===== config.mk =====
export PLATFORM = sky130hd
export DESIGN_NAME = indent_aware_byte_tokenizer_core
export DESIGN_NICKNAME = d
export VERILOG_FILES = /design/src/rtl/iabt_pkg.sv /design/src/rtl/iabt_step.sv /design/src/rtl/iabt_emitter.sv /design/src/rtl/indent_aware_byte_tokenizer_core.sv
export SDC_FILE = /design/constraint.sdc
export NUM_CORES = 1
export LEC_CHECK = 0
export ABC_CLOCK_PERIOD_IN_PS = 17250
export BUFFER_PORTS_ARGS = -buffer_cell sky130_fd_sc_hd__buf_2
export CAP_MARGIN = 10
export CORE_MARGIN = 3
export CORE_UTILIZATION = 30
export CTS_CLUSTER_SIZE = 24
export DETAILED_ROUTE_END_ITERATION = 12
export PLACE_DENSITY = 0.44
export SETUP_SLACK_MARGIN = 0.15
export SLEW_MARGIN = 40
export SYNTH_ARGS = -nofsm -noshare
export SYNTH_HDL_FRONTEND = slang
export SYNTH_HIERARCHICAL = 1
export SYNTH_SLANG_ARGS = --single-unit

===== constraint.sdc =====
create_clock -name aclk -period 17.25 [get_ports aclk]
set_input_delay 3.45 -clock aclk [delete_from_list [all_inputs] [get_ports aclk]]
set_output_delay 3.45 -clock aclk [all_outputs]
set_load 0.03 [all_outputs]

===== src/rtl/iabt_pkg.sv =====
package iabt_pkg;

    localparam int COLUMN_BITS = 16;
    localparam int LINE_BITS   = 32;

    localparam int CHAR_W   = 8;
    localparam int KIND_W   = 2;
    localparam int INDENT_W = 16;
    localparam int POS_W    = 16;
    localparam int LINE_W   = 32;

    localparam int MAX_RES = 4;
    localparam int IDX_W   = $clog2(MAX_RES);
    localparam int CNT_W   = $clog2(MAX_RES + 1);

    localparam logic [CHAR_W-1:0] CHAR_NEWLINE    = 8'd10;
    localparam logic [CHAR_W-1:0] CHAR_SPACE      = 8'd32;
    localparam logic [CHAR_W-1:0] CHAR_UNDERSCORE = 8'd95;

    typedef logic [COLUMN_BITS-1:0] col_t;
    typedef logic [LINE_BITS-1:0]   line_t;

    localparam col_t  COL_MAX  = '1;
    localparam line_t LINE_MAX = '1;

    typedef enum logic [KIND_W-1:0] {
        KIND_CHAR        = 2'd0,
        KIND_TOKEN_END   = 2'd1,
        KIND_END_OF_LINE = 2'd2
    } kind_t;

    typedef struct packed {
        line_t line_index;
        col_t  column;
        col_t  line_indent;
        logic  counting_indent;
        logic  token_open;
    } state_t;

    typedef struct packed {
        kind_t             kind;
        logic [CHAR_W-1:0] ch;
        col_t              indent;
        col_t              pos;
    } entry_t;

    typedef struct packed {
        logic [CNT_W-1:0]          count;
        line_t                     line;
        entry_t [MAX_RES-1:0]      ent;
    } bundle_t;

    localparam state_t RESET_STATE = '{
        line_index:      '0,
        column:          '0,
        line_indent:     '0,
        counting_indent: 1'b1,
        token_open:      1'b0
    };

    function automatic col_t col_inc(input col_t v);
        return (v == COL_MAX) ? v : v + 1'b1;
    endfunction

    function automatic logic is_ws(input logic [CHAR_W-1:0] c);
        return (c == CHAR_SPACE) || (c >= 8'd9 && c <= 8'd13);
    endfunction

    function automatic logic is_punct(input logic [CHAR_W-1:0] c);
        if (c == CHAR_UNDERSCORE) begin
            return 1'b0;
        end
        return (c >= 8'd33 && c <= 8'd47) || (c >= 8'd58 && c <= 8'd64) ||
               (c >= 8'd91 && c <= 8'd96) || (c >= 8'd123 && c <= 8'd126);
    endfunction

    function automatic state_t line_start(input line_t line);
        state_t s;
        s = RESET_STATE;
        s.line_index = (line == LINE_MAX) ? line : line + 1'b1;
        return s;
    endfunction

    function automatic entry_t mk_entry(input kind_t kind, input logic [CHAR_W-1:0] ch,
                                        input col_t indent, input col_t pos);
        entry_t e;
        e.kind   = kind;
        e.ch     = ch;
        e.indent = indent;
        e.pos    = pos;
        return e;
    endfunction

endpackage


===== src/rtl/iabt_step.sv =====
module iabt_step (
    input  iabt_pkg::state_t              state_cur,
    input  logic [iabt_pkg::CHAR_W-1:0]   character,
    input  logic                          end_of_source,
    output iabt_pkg::state_t              state_next,
    output iabt_pkg::bundle_t             bundle
);
    import iabt_pkg::*;

    always_comb begin
        logic [CNT_W-1:0] n;
        state_t           st;
        col_t             col1;
        n      = '0;
        st     = state_cur;
        col1   = col_inc(state_cur.column);
        bundle = '0;
        bundle.line = state_cur.line_index;

        if (character == CHAR_NEWLINE) begin
            if (state_cur.token_open) begin
                bundle.ent[n[IDX_W-1:0]] = mk_entry(KIND_TOKEN_END, '0,
                                                    state_cur.line_indent, state_cur.column);
                n = n + 1'b1;
            end
            bundle.ent[n[IDX_W-1:0]] = mk_entry(KIND_END_OF_LINE, '0, '0, state_cur.column);
            n  = n + 1'b1;
            st = line_start(state_cur.line_index);
        end else begin
            if (is_ws(character)) begin
                if (state_cur.token_open) begin
                    bundle.ent[n[IDX_W-1:0]] = mk_entry(KIND_TOKEN_END, '0,
                                                        state_cur.line_indent, state_cur.column);
                    n = n + 1'b1;
                end
                st.token_open = 1'b0;
                if (state_cur.counting_indent && character == CHAR_SPACE) begin
                    st.line_indent = col_inc(state_cur.line_indent);
                end else begin
                    st.counting_indent = 1'b0;
                end
            end else if (is_punct(character)) begin
                if (state_cur.token_open) begin
                    bundle.ent[n[IDX_W-1:0]] = mk_entry(KIND_TOKEN_END, '0,
                                                        state_cur.line_indent, state_cur.column);
                    n = n + 1'b1;
                end
                bundle.ent[n[IDX_W-1:0]] = mk_entry(KIND_CHAR, character,
                                                    state_cur.line_indent, col1);
                n = n + 1'b1;
                bundle.ent[n[IDX_W-1:0]] = mk_entry(KIND_TOKEN_END, '0,
                                                    state_cur.line_indent, col1);
                n = n + 1'b1;
                st.token_open      = 1'b0;
                st.counting_indent = 1'b0;
            end else begin
                bundle.ent[n[IDX_W-1:0]] = mk_entry(KIND_CHAR, character,
                                                    state_cur.line_indent, col1);
                n = n + 1'b1;
                st.token_open      = 1'b1;
                st.counting_indent = 1'b0;
            end
            st.column = col1;

            // A final byte that is not a newline closes the line as a newline would.
            if (end_of_source) begin
                if (st.token_open) begin
                    bundle.ent[n[IDX_W-1:0]] = mk_entry(KIND_TOKEN_END, '0,
                                                        st.line_indent, st.column);
                    n = n + 1'b1;
                end
                bundle.ent[n[IDX_W-1:0]] = mk_entry(KIND_END_OF_LINE, '0, '0, st.column);
                n  = n + 1'b1;
                st = line_start(state_cur.line_index);
            end
        end

        bundle.count = n;
        state_next   = st;
    end

endmodule


===== src/rtl/iabt_emitter.sv =====
module iabt_emitter (
    input  logic                            aclk,
    input  logic                            aresetn,
    input  logic                            load,
    input  iabt_pkg::bundle_t               bundle,
    output logic                            bundle_ready,
    output logic                            m_valid,
    input  logic                            m_ready,
    output logic [iabt_pkg::KIND_W-1:0]     m_kind,
    output logic [iabt_pkg::CHAR_W-1:0]     m_character_res,
    output logic [iabt_pkg::INDENT_W-1:0]   m_indent,
    output logic [iabt_pkg::LINE_W-1:0]     m_line_index,
    output logic [iabt_pkg::POS_W-1:0]      m_end_position,
    output logic                            m_last
);
    import iabt_pkg::*;

    bundle_t          bun_reg;
    logic             bun_valid_reg;
    logic [IDX_W-1:0] idx_reg;
    logic             at_last;
    entry_t           cur_ent;

    assign at_last      = (CNT_W'(idx_reg) + 1'b1) == bun_reg.count;
    assign bundle_ready = !bun_valid_reg || (m_ready && at_last);
    assign cur_ent      = bun_reg.ent[idx_reg];

    assign m_valid         = bun_valid_reg;
    assign m_kind          = cur_ent.kind;
    assign m_character_res = cur_ent.ch;
    assign m_indent        = INDENT_W'(cur_ent.indent);
    assign m_end_position  = POS_W'(cur_ent.pos);
    assign m_line_index    = LINE_W'(bun_reg.line);
    assign m_last          = at_last;

    always_ff @(posedge aclk) begin
        if (!aresetn) begin
            bun_valid_reg <= 1'b0;
            idx_reg       <= '0;
        end else if (load) begin
            bun_valid_reg <= 1'b1;
            idx_reg       <= '0;
        end else if (bun_valid_reg && m_ready) begin
            if (at_last) begin
                bun_valid_reg <= 1'b0;
            end else begin
                idx_reg <= idx_reg + 1'b1;
            end
        end
    end

    always_ff @(posedge aclk) begin
        if (load) begin
            bun_reg <= bundle;
        end
    end

`ifndef SYNTHESIS
    a_count_range: assert property (@(posedge aclk) disable iff (!aresetn)
        bun_valid_reg |-> (bun_reg.count != '0 && bun_reg.count <= CNT_W'(MAX_RES)))
        else $error("held request bundle has an impossible result count");

    a_idx_in_range: assert property (@(posedge aclk) disable iff (!aresetn)
        bun_valid_reg |-> (CNT_W'(idx_reg) < bun_reg.count))
        else $error("result index ran past the end of the request bundle");

    a_load_only_when_free: assert property (@(posedge aclk) disable iff (!aresetn)
        load |-> bundle_ready)
        else $error("request bundle loaded over one still being sent");

    a_drain_after_last: assert property (@(posedge aclk) disable iff (!aresetn)
        (m_valid && m_ready && m_last && !load) |=> !m_valid)
        else $error("output still valid after the last result of a request");
`endif

endmodule


===== src/rtl/indent_aware_byte_tokenizer_core.sv =====
// Byte tokenizer with line indent tracking.
// Input channel (s_valid/s_ready): one source byte per request in s_character,
// with s_end_of_source set on the final byte of the text.
// Output channel (m_valid/m_ready): one result per request, kind 0 for a token
// character, 1 for a token end and 2 for an end of line, with the line's indent
// (zero on an end of line), the line number and the end column. m_last marks
// the final result of a byte. A byte produces zero to four results. An accepted
// byte is held in an input register, then classified combinationally into a
// bundle loaded into the result register, which offers its results. Throughput
// is one byte per cycle while each byte yields at most one result and m_ready
// stays high; a byte with k results holds the output until all k are taken, and
// the next byte is classified in the cycle its predecessor's last result is taken.
// A synchronous active-low reset on aresetn empties both registers and returns
// to line zero, column zero, at the start of a line with no token open.
// When the receiver holds m_ready low, the current result stays on the outputs,
// one more byte waits in the input register and s_ready then falls.
module indent_aware_byte_tokenizer_core (
    input  logic                            aclk,
    input  logic                            aresetn,
    input  logic                            s_valid,
    output logic                            s_ready,
    input  logic [iabt_pkg::CHAR_W-1:0]     s_character,
    input  logic                            s_end_of_source,
    output logic                            m_valid,
    input  logic                            m_ready,
    output logic [iabt_pkg::KIND_W-1:0]     m_kind,
    output logic [iabt_pkg::CHAR_W-1:0]     m_character_res,
    output logic [iabt_pkg::INDENT_W-1:0]   m_indent,
    output logic [iabt_pkg::LINE_W-1:0]     m_line_index,
    output logic [iabt_pkg::POS_W-1:0]      m_end_position,
    output logic                            m_last
);
    import iabt_pkg::*;

    logic              in_valid_reg;
    logic [CHAR_W-1:0] in_char_reg;
    logic              in_fin_reg;
    state_t            state_reg;
    state_t            state_next;
    bundle_t           bundle;
    logic              bundle_ready;
    logic              advance;
    logic              load;

    assign advance = in_valid_reg && bundle_ready;
    assign load    = advance && (bundle.count != '0);
    assign s_ready = !in_valid_reg || bundle_ready;

    iabt_step u_step (
        .state_cur     (state_reg),
        .character     (in_char_reg),
        .end_of_source (in_fin_reg),
        .state_next    (state_next),
        .bundle        (bundle)
    );

    iabt_emitter u_emitter (
        .aclk            (aclk),
        .aresetn         (aresetn),
        .load            (load),
        .bundle          (bundle),
        .bundle_ready    (bundle_ready),
        .m_valid         (m_valid),
        .m_ready         (m_ready),
        .m_kind          (m_kind),
        .m_character_res (m_character_res),
        .m_indent        (m_indent),
        .m_line_index    (m_line_index),
        .m_end_position  (m_end_position),
        .m_last          (m_last)
    );

    always_ff @(posedge aclk) begin
        if (!aresetn) begin
            in_valid_reg <= 1'b0;
            state_reg    <= RESET_STATE;
        end else begin
            if (s_valid && s_ready) begin
                in_valid_reg <= 1'b1;
            end else if (advance) begin
                in_valid_reg <= 1'b0;
            end
            if (advance) begin
                state_reg <= state_next;
            end
        end
    end

    always_ff @(posedge aclk) begin
        if (s_valid && s_ready) begin
            in_char_reg <= s_character;
            in_fin_reg  <= s_end_of_source;
        end
    end

`ifndef SYNTHESIS
    a_open_token_ends_indent: assert property (@(posedge aclk) disable iff (!aresetn)
        state_reg.token_open |-> !state_reg.counting_indent)
        else $error("token open while still counting leading spaces");
`endif

endmodule

==> summary.txt <==
Yosys
  • Most numerous cell in the Yosys netlist: edfxtp_1
  • Seq cells post-synth: 282
  • Netlist cell types: 74
  • Asr flop ratio synth: 0%
  • Seq/Total Area, Yosys: 55.1%
  • Synth top area share: 45.1%
  • Post-synth top area cell: edfxtp_1
  • Yosys synthesis warning count: 6
  • Avg Inst Size Synth: 11.6 um^2
  • Number of synthesized flops with an enable pin: 212
  • Synth area leaders: edfxtp_1, dfxtp_1, mux4_2
  • Synthesized area: 14100 um^2
  • Synth cell count leaders: edfxtp_1, nand2_1, buf_4
  • Ys flop type: edfxtp_1
  • Post-Syn Instances: 1217

Die
  • Core area: 45900 um^2
  • Die Width: 223 um
  • # rows: 78
  • Die area: 49700 um^2
  • Top-level port count: 90
  • Initial Utilization: 30.8%
  • Die Y: 223 um

Power
  • Leakage dissipation: 0.00519 uW
  • Net Sw Frac: 23.8%
  • Switching power: 377 uW
  • Power Dens Cells: 102 nW/um^2
  • Pint: 1210 uW
  • Clock Power Share: 43.7%
  • Comb power frac: 7.6%
  • VDD IR max: 0.0511 mV
  • Share of power burned in registers: 48.7%

Setup path
  • CP startpoint: m_ready
  • Worst setup EP type: primary output
  • Reg-to-Reg Start: u_emitter/idx_reg[1]
  • Worst path cell trace: buf_2 -> nand4_1 -> nand2_2 -> nand2b_1 -> buf_2
  • Arrival time at the worst endpoint: 4240 ps
  • CP max FO: 4
  • Most common cell on crit path: buf_2
  • Slowest CP cell: buf_2
  • CP Launch Type: input pin
  • FF-to-FF End: u_emitter/m_line_index[20]
  • CP required: 13800 ps
  • Critical path type: in -> out
  • Flop-to-flop setup slack: 11600 ps
  • R2R depth: 10
  • Worst setup path endpoint: s_ready
  • CP peak stage delay: 230 ps

GRT
  • Number of global-route vias before repair: 9083
  • Global-route wire length before repair: 54700 um
  • Initial antenna violation count: 1
  • Overflow after GRT: 0
  • Largest net degree at the start of global routing: 77
  • GRT Total Usage: 14.0%

STA
  • Final Max Tran Viols: 0
  • Setup TNS: 0 ps
  • Final setup vio count: 0
  • Hold WS: 491 ps
  • Worst Skew: 17.1 ps
  • Relative slew slack: 46.8%
  • FMAX: 130 MHz
  • Actual slew at the worst max-slew pin: 797 ps
  • Final min period: 7690 ps
  • Period utilisation layout: 44.6%
  • Final hold vios: 0
  • Unrepaired setup endpoints after global routing: no

Status
  • Outcome: complete, no violations

Drt
  • Mean number of vias per cell: 4.91
  • Vias: 9060
  • Final wirelength: 34900 um
  • Met3 WL: 1540 um
  • Metal2 WL: 16500 um
  • Drt drc: 0
  • DR pass1 iterations: 5
  • DRT met1 WL: 16000 um
  • Routed len/inst: 18.9 um
  • DR iter-0 viols: 655
  • Antenna-violating nets left: 0
  • Max layer used: met5

CTS
  • CTS tree: done
  • Cts bufs inserted: 35
  • Clk Latency, worst-skew pair: 530 ps
  • Post-CTS Resized: 0
  • Number of hold buffers added after CTS: 0
  • Post-CTS Setup Inserts: 0
  • Root buffer cell: clkbuf_16
  • CTS HTree Levels: 2
  • Clock-pin slew on the worst setup and hold paths: 60 ps
  • Max Root-Sink Buffers: 3
  • CTS Sinks: 282

Final layout
  • Max FFs per register: 171
  • Nets: 1242
  • Antenna diodes: 0
  • Layout area overhead: 10.1%
  • # fillers: 4572
  • Share of layout cells above drive strength 1: 18.1%
  • Final Core Density: 33.9%

Run
  • Max-cap violations: 0

Placement
  • GP Congestion: 0.753
  • Post-DP HPWL: 21200 um
  • Port Buf Inserts: 89

Min path
  • Worst hold path type: reg -> reg
[worst min-delay path by stage]
stage / to / depth (start not counted) / slack, ps / from
after global placement: state_reg[1] / 2 / 480 / state_reg[1]
after detailed placement: state_reg[1] / 2 / 480 / state_reg[1]
final: state_reg[1] / 2 / 490 / state_reg[1]
after global routing: state_reg[29] / 2 / 520 / state_reg[29]
after floorplan: state_reg[21] / 2 / 430 / state_reg[21]
after CTS: state_reg[1] / 2 / 500 / state_reg[1]
[placed cells by master (no fill, tap or decap), types with 37 or more instances in the layout]
master     synthesis  final
nor3_1            42     42
buf_2             38     88
dfxtp_1           70     67
nor2_1            78     77
and2_1            63     63
nand4_1           80     80
o21ai_0           79     79
edfxtp_1         212    212
mux4_2            42     42
nand2_1          121    120
clkbuf_16          0     37
[through the flow]
stage | power (uW) | cells | setup slack [ps] | cell area (um^2)
5_1_grt | 1650 | 1846 | 9470 | 15500
3_5_place_dp | 909 | 1783 | 9290 | 14400
2_1_floorplan | 885 | 1250 | 7250 | 14200
4_1_cts | 1610 | 1846 | 9550 | 15500
6_report | 1580 | 1846 | 9560 | 15500
3_3_place_gp | 907 | 1781 | 8990 | 14400
[layout make-up]
cell class	instances	area [um^2]	share of cell area [%]
inverters	18	67.6	0.435
clock buffers	54	1040	6.69
repair buffers	103	564	3.63
multi-input cells	780	5290	34.1
well taps	600	751	4.83
flip-flops and latches	282	7770	50.0
clock inverters	9	45.0	0.290
[cell families (layout without fill, tap and decap cells)]
kind of cell    after synthesis  after routing  synth area share (%)
simple gates                475            475                  17.4
flops                       282            282                  55.1
buf+inv                     188            184                  8.67
compound gates              158            158                  7.25
xor+xnor                     52             52                  3.39
mux                          52             52                  7.43
fa+ha+maj                     9              9                 0.798
other cells                   1             34                0.0266
[power by group through the flow]
stage,registers (uW),logic (uW),clock network [uW]
finish,771,121,692
global route,774,132,748
detailed placement,785,124,0
global placement,785,122,0
CTS,771,124,717
floorplan,787,98.7,0
[per-layer routing]
metal / GRT usage (%) / vias to the layer above
met3: 2.71 / 49
met5: 0 / -
met4: 4.59 / 2
met1: 18.9 / 4462
met2: 22.6 / 186
li1: - / 4361
[worst max-delay path, delay by kind of cell]
family,cells,cell delay (ps)
AND/OR/NAND/NOR,3,440
buffers and inverters,2,340
(Power assumes the default switching activity.)
